[config.mk]
export PLATFORM = sky130hd
export DESIGN_NAME = artifact_color_line_expander
export DESIGN_NICKNAME = d
export VERILOG_FILES = /design/src/rtl/core/ale_pkg.sv /design/src/rtl/core/ale_fix.sv /design/src/rtl/core/artifact_color_line_expander.sv
export SDC_FILE = /design/constraint.sdc
export NUM_CORES = 1
export LEC_CHECK = 0
export ABC_CLOCK_PERIOD_IN_PS = 3050
export BUFFER_PORTS_ARGS = -buffer_cell sky130_fd_sc_hd__buf_2
export CAP_MARGIN = 0
export CORE_ASPECT_RATIO = 1.75
export CORE_MARGIN = 2
export CORE_UTILIZATION = 35
export DETAILED_ROUTE_END_ITERATION = 10
export PLACE_DENSITY_LB_ADDON = 0.2
export SLEW_MARGIN = 20
export SYNTH_ARGS = -nofsm -noshare
export SYNTH_HDL_FRONTEND = slang
export SYNTH_SLANG_ARGS = --single-unit
[constraint.sdc]
create_clock -name clk -period 3.05 [get_ports clk]
set_input_delay 0.4575 -clock clk [delete_from_list [all_inputs] [get_ports clk]]
set_output_delay 0.4575 -clock clk [all_outputs]
set_load 0.05 [all_outputs]
[src/rtl/core/ale_pkg.sv]
// ----------------------------------------------------------------------------
// ale_pkg
// Shared types, color codes and the pair-to-color map for the artifact
// color line expander.
// ----------------------------------------------------------------------------
package ale_pkg;

  typedef logic [2:0] pix_t;
  typedef pix_t [7:0] pix_row_t;  // index 0 is the leftmost pixel, lowest bits

  localparam pix_t COL_BLUE   = 3'd1;
  localparam pix_t COL_ORANGE = 3'd2;
  localparam pix_t COL_WHITE  = 3'd3;
  localparam pix_t COL_BLACK  = 3'd4;

  localparam int unsigned BYTE_W = 8;
  localparam int unsigned PAIRS  = 4;
  localparam int unsigned PIX_W  = 3;
  localparam int unsigned ROW_W  = 2 * PAIRS * PIX_W;

  typedef struct packed {
    logic has_next;
    pix_t next_col;
    pix_t prior_right;
    logic prior_valid;
  } fix_ctx_t;

  function automatic pix_t pair_color(input logic [1:0] code);
    pix_t c;
    unique case (code)
      2'b00: c = COL_BLACK;
      2'b01: c = COL_BLUE;
      2'b10: c = COL_ORANGE;
      default: c = COL_WHITE;
    endcase
    return c;
  endfunction

endpackage

[src/rtl/core/ale_fix.sv]
// ----------------------------------------------------------------------------
// ale_fix
// Expands one source byte to eight pixels and applies the artifact
// correction pair by pair, left to right.
// ----------------------------------------------------------------------------
module ale_fix import ale_pkg::*; (
  input  logic [BYTE_W-1:0] src,
  input  fix_ctx_t          ctx,
  output pix_row_t          pix,
  output pix_t              right_out
);

  always_comb begin
    pix_t cols [PAIRS];
    pix_t prev;
    logic pvalid;
    logic nx;
    pix_t nc;
    pix_t lft;
    pix_t rgt;
    for (int i = 0; i < PAIRS; i++) begin
      cols[i] = pair_color(src[BYTE_W-1-2*i -: 2]);
    end
    prev   = ctx.prior_right;
    pvalid = ctx.prior_valid;
    pix    = '0;
    for (int i = 0; i < PAIRS; i++) begin
      nx  = (i < PAIRS - 1) ? 1'b1 : ctx.has_next;
      nc  = (i < PAIRS - 1) ? cols[(i + 1) % PAIRS] : ctx.next_col;
      lft = cols[i];
      rgt = cols[i];
      if (cols[i] == COL_BLUE && nx) begin
        if (nc == COL_ORANGE || nc == COL_WHITE) begin
          lft = COL_BLACK;
          rgt = COL_WHITE;
        end
      end else if (cols[i] == COL_ORANGE && pvalid) begin
        if (prev == COL_BLUE || prev == COL_WHITE) begin
          lft = COL_WHITE;
          rgt = COL_BLACK;
        end
      end
      pix[2*i]   = lft;
      pix[2*i+1] = rgt;
      prev       = rgt;
      pvalid     = 1'b1;
    end
    right_out = prev;
  end

endmodule

[src/rtl/core/artifact_color_line_expander.sv]
// ----------------------------------------------------------------------------
// artifact_color_line_expander
// Expands a 1 bpp scanline, one byte per beat, to 3-bit artifact colors,
// holding one byte back as lookahead for the correction rule.
//
//   channel  dir  tdata (low bit up)                      tlast
//   s_       in   in_byte[7:0]                            row_end
//   m_       out  pix_a..pix_h, 3 bits each, [23:0]       line_done
//
// One input beat per cycle is taken while s_tready is high. A byte with
// row_end while another byte is held yields two result beats and stays in
// the input register until both are out; every other byte yields at most one.
// Data path: input register, correction logic, output register.
// Reset clears the held byte, the row state and both valid flags.
// A stalled output register stalls the input register once its byte needs
// an output beat, which then stalls s_tready.
// ----------------------------------------------------------------------------
module artifact_color_line_expander import ale_pkg::*; (
  input  logic              clk,
  input  logic              rst,
  input  logic              s_tvalid,
  output logic              s_tready,
  input  logic [BYTE_W-1:0] s_tdata,   // in_byte
  input  logic              s_tlast,   // row_end
  output logic              m_tvalid,
  input  logic              m_tready,
  output logic [ROW_W-1:0]  m_tdata,   // pix_a, pix_b, ... pix_h
  output logic              m_tlast    // line_done
);

  logic              s1_valid;
  logic [BYTE_W-1:0] s1_byte;
  logic              s1_end;

  logic              held_valid;
  logic [BYTE_W-1:0] held_byte;
  pix_t              prior_right;
  logic              prior_valid;

  logic              slot_free;
  logic              emit;
  logic              retire;
  logic              emit_last;
  fix_ctx_t          ctx;
  pix_row_t          fix_pix;
  pix_t              fix_right;

  assign slot_free = !m_tvalid || m_tready;
  assign emit      = s1_valid && (held_valid || s1_end) && slot_free;
  assign emit_last = !held_valid;
  assign retire    = s1_valid && (held_valid ? (emit && !s1_end) : (!s1_end || emit));
  assign s_tready  = !s1_valid || retire;

  assign ctx.has_next    = held_valid;
  assign ctx.next_col    = pair_color(s1_byte[BYTE_W-1 -: 2]);
  assign ctx.prior_right = prior_right;
  assign ctx.prior_valid = prior_valid;

  ale_fix u_fix (
    .src       (held_valid ? held_byte : s1_byte),
    .ctx       (ctx),
    .pix       (fix_pix),
    .right_out (fix_right)
  );

  // input register
  always_ff @(posedge clk) begin
    if (rst) begin
      s1_valid <= 1'b0;
    end else if (s_tready) begin
      s1_valid <= s_tvalid;
    end
  end

  always_ff @(posedge clk) begin
    if (s_tready && s_tvalid) begin
      s1_byte <= s_tdata;
      s1_end  <= s_tlast;
    end
  end

  // row state
  always_ff @(posedge clk) begin
    if (rst) begin
      held_valid  <= 1'b0;
      held_byte   <= '0;
      prior_right <= COL_BLACK;
      prior_valid <= 1'b0;
    end else begin
      if (emit) begin
        if (emit_last) begin
          prior_right <= COL_BLACK;
          prior_valid <= 1'b0;
        end else begin
          prior_right <= fix_right;
          prior_valid <= 1'b1;
        end
      end
      if (retire && !s1_end) begin
        held_byte  <= s1_byte;
        held_valid <= 1'b1;
      end else if (emit && held_valid) begin
        held_valid <= 1'b0;
      end
    end
  end

  // output register
  always_ff @(posedge clk) begin
    if (rst) begin
      m_tvalid <= 1'b0;
    end else if (emit) begin
      m_tvalid <= 1'b1;
    end else if (m_tready) begin
      m_tvalid <= 1'b0;
    end
  end

  always_ff @(posedge clk) begin
    if (emit) begin
      m_tdata <= fix_pix;
      m_tlast <= emit_last;
    end
  end

  logic codes_ok;
  always_comb begin
    codes_ok = 1'b1;
    for (int i = 0; i < 2 * PAIRS; i++) begin
      if (m_tdata[PIX_W*i +: PIX_W] == 3'd0 || m_tdata[PIX_W*i +: PIX_W] > COL_BLACK) begin
        codes_ok = 1'b0;
      end
    end
  end

  a_row_reset: assert property (@(posedge clk) disable iff (rst)
    emit && emit_last |=> !prior_valid && prior_right == COL_BLACK)
    else $error("row state not cleared after last beat of line");

  a_flush_two: assert property (@(posedge clk) disable iff (rst)
    emit && held_valid && s1_end |=> s1_valid && !held_valid)
    else $error("row end with held byte did not keep its second beat");

  a_codes: assert property (@(posedge clk) disable iff (rst)
    m_tvalid |-> codes_ok)
    else $error("output pixel code out of range");

  a_last_empty: assert property (@(posedge clk) disable iff (rst)
    emit && emit_last |-> s1_end && !held_valid)
    else $error("last beat emitted while a byte is held");

endmodule
## Word level (Yosys, flattened, before mapping)

Cells that the tools add are included.

- Eq/ne operators: 31
- Muxes and demuxes: 45
- Reduce and logical (&&, ||, !) cells: 32

Operators with widths:

| cell | number |
|---|---|
| two-way mux 3 bit | 33 |
| case mux 3 bit (3 select lines) | 5 |
| == test 3 x 2 -> 1 bit (second input constant) | 13 |
| == test 3 x 1 -> 1 bit (second input constant) | 8 |
| logical OR 1 bit | 12 |
| == test 2 x 1 -> 1 bit (second input constant) | 5 |
| == test 2 bit (second input constant) | 5 |
| logical NOT 2 bit | 5 |
| logical AND 1 bit | 9 |
| two-way mux 8 bit | 1 |
| two-way mux 1 bit | 6 |
| logical NOT 1 bit | 4 |
| nonzero test 2 bit | 2 |

- Flip-flop bits (word level): 49
- Output and inout port bits: 27
- Word-level logic and storage cells: 118

## Depth between registers and ports, before layout

- Word-level depth: 23
- Gate-level depth with buffers: 6

## By module

From an unflattened synthesis, not the netlist that was laid out.

- Cell total of the unflattened synthesis: 161
- Area, all modules: 2033.2 um2

Modules (own cells, without submodules):

| module | times used | cells each | area an instance (um2) | sequential area each (um2) |
|---|---|---|---|---|
| artifact_color_line_expander | 1 | 117 | 1789.2 | 1321.3 |
| ale_fix | 1 | 44 | 244.0 | 0.0 |

## Worst setup path before layout

OpenSTA, ideal clock, no wires.

- Path kind: reg2reg
- From: register m_tvalid
- To: register m_tdata[0] (enable)
- Library setup time: 408 ps
- Arrival time: 1954 ps
- Required time: 2642 ps
- Path slack: 687 ps
- Cell stages (with the launch flop): 4
- Clock period less this slack: 2363 ps
- Cells stage by stage: dfxtp_1 -> nand2b_1 -> nand2_1 -> nor2_1

- Word-level cells in the longest chain between the ends: 3

Ends and longest elaborated chain:

| item | RTL line | text |
|---|---|---|
| start, declared | artifact_color_line_expander.sv:25 | `output logic m_tvalid,` |
| start signal, assigned | artifact_color_line_expander.sv:111 | `m_tvalid <= 1'b0;` |
| start signal, assigned | artifact_color_line_expander.sv:113 | `m_tvalid <= 1'b1;` |
| start signal, assigned | artifact_color_line_expander.sv:115 | `m_tvalid <= 1'b0;` |
| logical NOT 1 bit | artifact_color_line_expander.sv:48 | `assign slot_free = !m_tvalid \|\| m_tready;` |
| logical OR 1 bit | artifact_color_line_expander.sv:48 |  |
| logical AND 1 bit | artifact_color_line_expander.sv:49 | `assign emit = s1_valid && (held_valid \|\| s1_end) && slot_free;` |
| net emit | artifact_color_line_expander.sv:41 | `logic emit;` |
| end signal, assigned | artifact_color_line_expander.sv:121 | `m_tdata <= fix_pix;` |
| end, declared | artifact_color_line_expander.sv:27 | `output logic [ROW_W-1:0] m_tdata,` |

The timed path passes the listed nets, and every way through them passes these cells.
A chain may end at the register's enable or synchronous reset.

## Worst setup path after layout

- From: register held_valid
- To: output s_tready

- Word-level cells in the longest chain between the ends: 7
- Elaborated cells on any way between the ends: 8

Ends and longest elaborated chain:

| item | RTL line | text |
|---|---|---|
| start, declared | artifact_color_line_expander.sv:35 | `logic held_valid;` |
| start signal, assigned | artifact_color_line_expander.sv:85 | `held_valid <= 1'b0;` |
| start signal, assigned | artifact_color_line_expander.sv:101 | `held_valid <= 1'b1;` |
| start signal, assigned | artifact_color_line_expander.sv:103 | `held_valid <= 1'b0;` |
| logical OR 1 bit | artifact_color_line_expander.sv:49 |  |
| logical AND 1 bit (2 in series) | artifact_color_line_expander.sv:49 |  |
| logical OR 1 bit / logical AND 1 bit (equally long branches) | artifact_color_line_expander.sv:51 | `assign retire = s1_valid && (held_valid ? (emit && !s1_end) : (!s1_end \|\| emit));` |
| two-way mux 1 bit * | artifact_color_line_expander.sv:51 |  |
| logical AND 1 bit * | artifact_color_line_expander.sv:51 |  |
| logical OR 1 bit * | artifact_color_line_expander.sv:52 | `assign s_tready = !s1_valid \|\| retire;` |
| end, declared | artifact_color_line_expander.sv:22 | `output logic s_tready,` |

Mark *: on every way between the ends. The rest lies on a longest branch, timed or not.

==> run_results.csv <==
group,metric,value,unit
worst_setup_path,cp.arrival,1.59,ns
timing,min_period_over_period,67.12,%
finish,syn2layout_area_growth,17.63,%
grt,overflow,0,
finish,final_nets,205,
worst_setup_path,r2r_cells,5,
drt,drc,0,
drt,drt_iter0_drc,27,
job,drv_cap,0,
run_status,status,"finished clean",
logic_synthesis,ys.warnings.count,0,
timing,rsz0062_at_grt,"no",
timing,tightestPinTransition,0.5210,ns
grt,antenna_found_initial,0,
placed_design,pre_cts_slack,1.179,ns
die,core_area,0.005255,mm²
worst_setup_path,critical_path_class,"register to output port",
worst_setup_path,r2r_start,"held_valid",
die,initial_utilization,36.33,%
finish,final_common_cell,"buf_2",
die,die_height,101.7,µm
worst_setup_path,crit_required,2.59,ns
clocking,cts_tree,"yes",
logic_synthesis,ys_seq_area_share,68.15,%
timing,hold_viol,0,
min_path,hold_path_end,"s1_end",
clocking,insertion_delay,0.30,ns
clocking,postCtsSetupBuffers,0,
power_and_ir_drop,p_leak,0.0008810,µW
clocking,numCtsBuffers,5,
worst_setup_path,start_kind,"register",
power_and_ir_drop,p_per_area,559.9,mW/mm²
power_and_ir_drop,peakVddDrop,0.0002486,V
die,ios,40,
timing,layout_min_cycle_time,2.047,ns
logic_synthesis,yosys.area.top_type,"edfxtp_1",
drt,firstDrtPassIters,4,
finish,final_cell_mix,"buf_2, edfxtp_1, nor2_1",
finish,final_cells,248,
placed_design,placed_cells,240,
grt,grt_pass1_vias,1227,
grt,grt_pass1_wl,5685,µm
drt,vias,1231,
timing,postLayoutSetupSlackWorst,1.003,ns
logic_synthesis,synth_area_per_cell,12.99,µm²
worst_setup_path,r2r_end,"m_tdata[12]",
clocking,cts.sinks,48,
clocking,cts_max_path_buffers,2,
logic_synthesis,syn_nets,160,
finish,final_util,42.74,%
timing,setup-tns-final,0,ns
clocking,clock-root-buffer,"clkbuf_8",
logic_synthesis,synth.cell_area,0.001909,mm²
clocking,clk_pin_slew,0.08,ns
min_path,min_path_type,"input port to register",
worst_setup_path,end_kind,"output port",
clocking,ctsHoldBuffers,0,
timing,finalSetupViolCount,0,
drt,finalWirelength,3289,µm
logic_synthesis,synth_top_area_share,53.47,%
worst_setup_path,path_max_fanout,18,
clocking,htreeDepth,2,
timing,clock_skew,0.005690,ns
worst_setup_path,reg2reg_slack,1.18,ns
timing,timing.slew.headroom,65.22,%
clocking,cts_resized,0,
finish,multi_input_area,554.3,µm²
finish,regArea,0.001301,mm²
finish,drive_gt1_share,32.12,%
placed_design,gp_congestion,0.7859,
finish,design_area,0.002246,mm²
min_path,min_delay_path_depth,1,
die,die_w,59.83,µm
grt,grt_usage,12.47,%
logic_synthesis,synth-seq-cells,48,
die,rows,35,
finish,fillCellCount,506,
die,die_area,0.006085,mm²
placed_design,placed_area,0.002165,mm²
finish,antenna_cells,0,
timing,drv_slew,0,
min_path,min_from,"s_tlast",
placed_design,io_buffers,39,
drt,viasPerCell,4.964,
logic_synthesis,syn_inst,147,
logic_synthesis,synthTopCellsByArea,"edfxtp_1, dfxtp_1, nor2_1, mux2i_1, a21oi_1",
drt,avgRoutedWirePerCell,13.26,µm
grt,grt_max_degree,27,
timing,clock.fmax,0.4885,GHz
logic_synthesis,ys_types,33,
drt,drt.antenna.violating_nets,0,
placed_design,dpl.hpwl,2471,µm
## synthesized netlist by cell type
master      n
o21ai_2     2
o32a_1      1
nand3_1     1
a31oi_1     1
buf_6       2
nand4_1     1
o31ai_1     1
nor2_1     23
o21ai_0     5
edfxtp_1   34
or3_1       1
buf_4       1
and2_1      1
dfxtp_1    14
mux2i_4     2
o22ai_1     1
mux2_4      1
clkbuf_1    1
inv_1       4
nor2_4      1
o21ai_1     3
nor2_2      1
nand2b_1    2
mux2i_1     8
a211oi_1    1
nand3b_1    1
or2_2       1
nand2_1    10
mux2_2      3
a21oi_1    14
nor2b_1     2
inv_2       2
a2bb2oi_1   1
## through the flow
stage	hold slack, ns	total power [µW]
4_1_cts	0.3235	1279
3_5_place_dp	0.4755	917.5
2_1_floorplan	0.4438	878.6
5_1_grt	0.3160	1320
6_report	0.3355	1257
3_3_place_gp	0.4616	913.2
## worst max path at each step
stage	from	endpoint	depth (start not counted)	slack [ns]
after CTS	held_valid	s_tready	4	1.0
final	held_valid	s_tready	4	1.00
after floorplan	m_tvalid	m_tdata[0]	3	0.69
after detailed placement	held_valid	m_tdata[12]	5	1.18
after global placement	held_valid	m_tdata[12]	5	1.22
after global routing	held_valid	s_tready	4	0.86
## cell families after synthesis
group / synth area share [%]
buf+inv: 2.949
flops: 68.15
simple gates: 10.68
mux: 9.108
compound gates: 9.109
## worst max-delay path: stages, from the launching register on
cell,delay (ns)
dfxtp_1,0.65
nor2_1,0.18
o21ai_2,0.17
nand2_1,0.08
buf_2,0.22
## where the power goes
group | total [µW] | internal [µW] | switching, µW
clock network | 357 | 161 | 196
registers | 749 | 732 | 17.5
logic | 151 | 46.1 | 105
total | 1260 | 939 | 319
## sequential cells by signal (all words and copies together), names as in the netlist
register / count
m_tdata: 24
held_byte: 8
s1_byte: 8
prior_right: 2
held_valid: 1
m_tlast: 1
m_tvalid: 1
prior_valid: 1
s1_end: 1
s1_valid: 1
## layout make-up
type / count / share of cell area, %
Inverter: 6 / 1.003
Timing Repair Buffer: 42 / 9.694
Multi-Input combinational cell: 89 / 24.68
Clock inverter: 1 / 0.2228
Tap cell: 55 / 3.064
Sequential cell: 48 / 57.94
Clock buffer: 7 / 3.398
## per-layer routing
| metal | share of wire (%) | global-route usage, % | up-vias |
|---|---|---|---|
| met3 | 4.0 | 3.193 | 5 |
| met4 | 2.2 | 5.641 | 0 |
| met1 | 38 | 13.76 | 579 |
| met2 | 56 | 21.74 | 32 |
| met5 | 0 | 0 | - |
| li1 | - | - | 615 |
No activity file was read; power rests on OpenSTA's default activity.
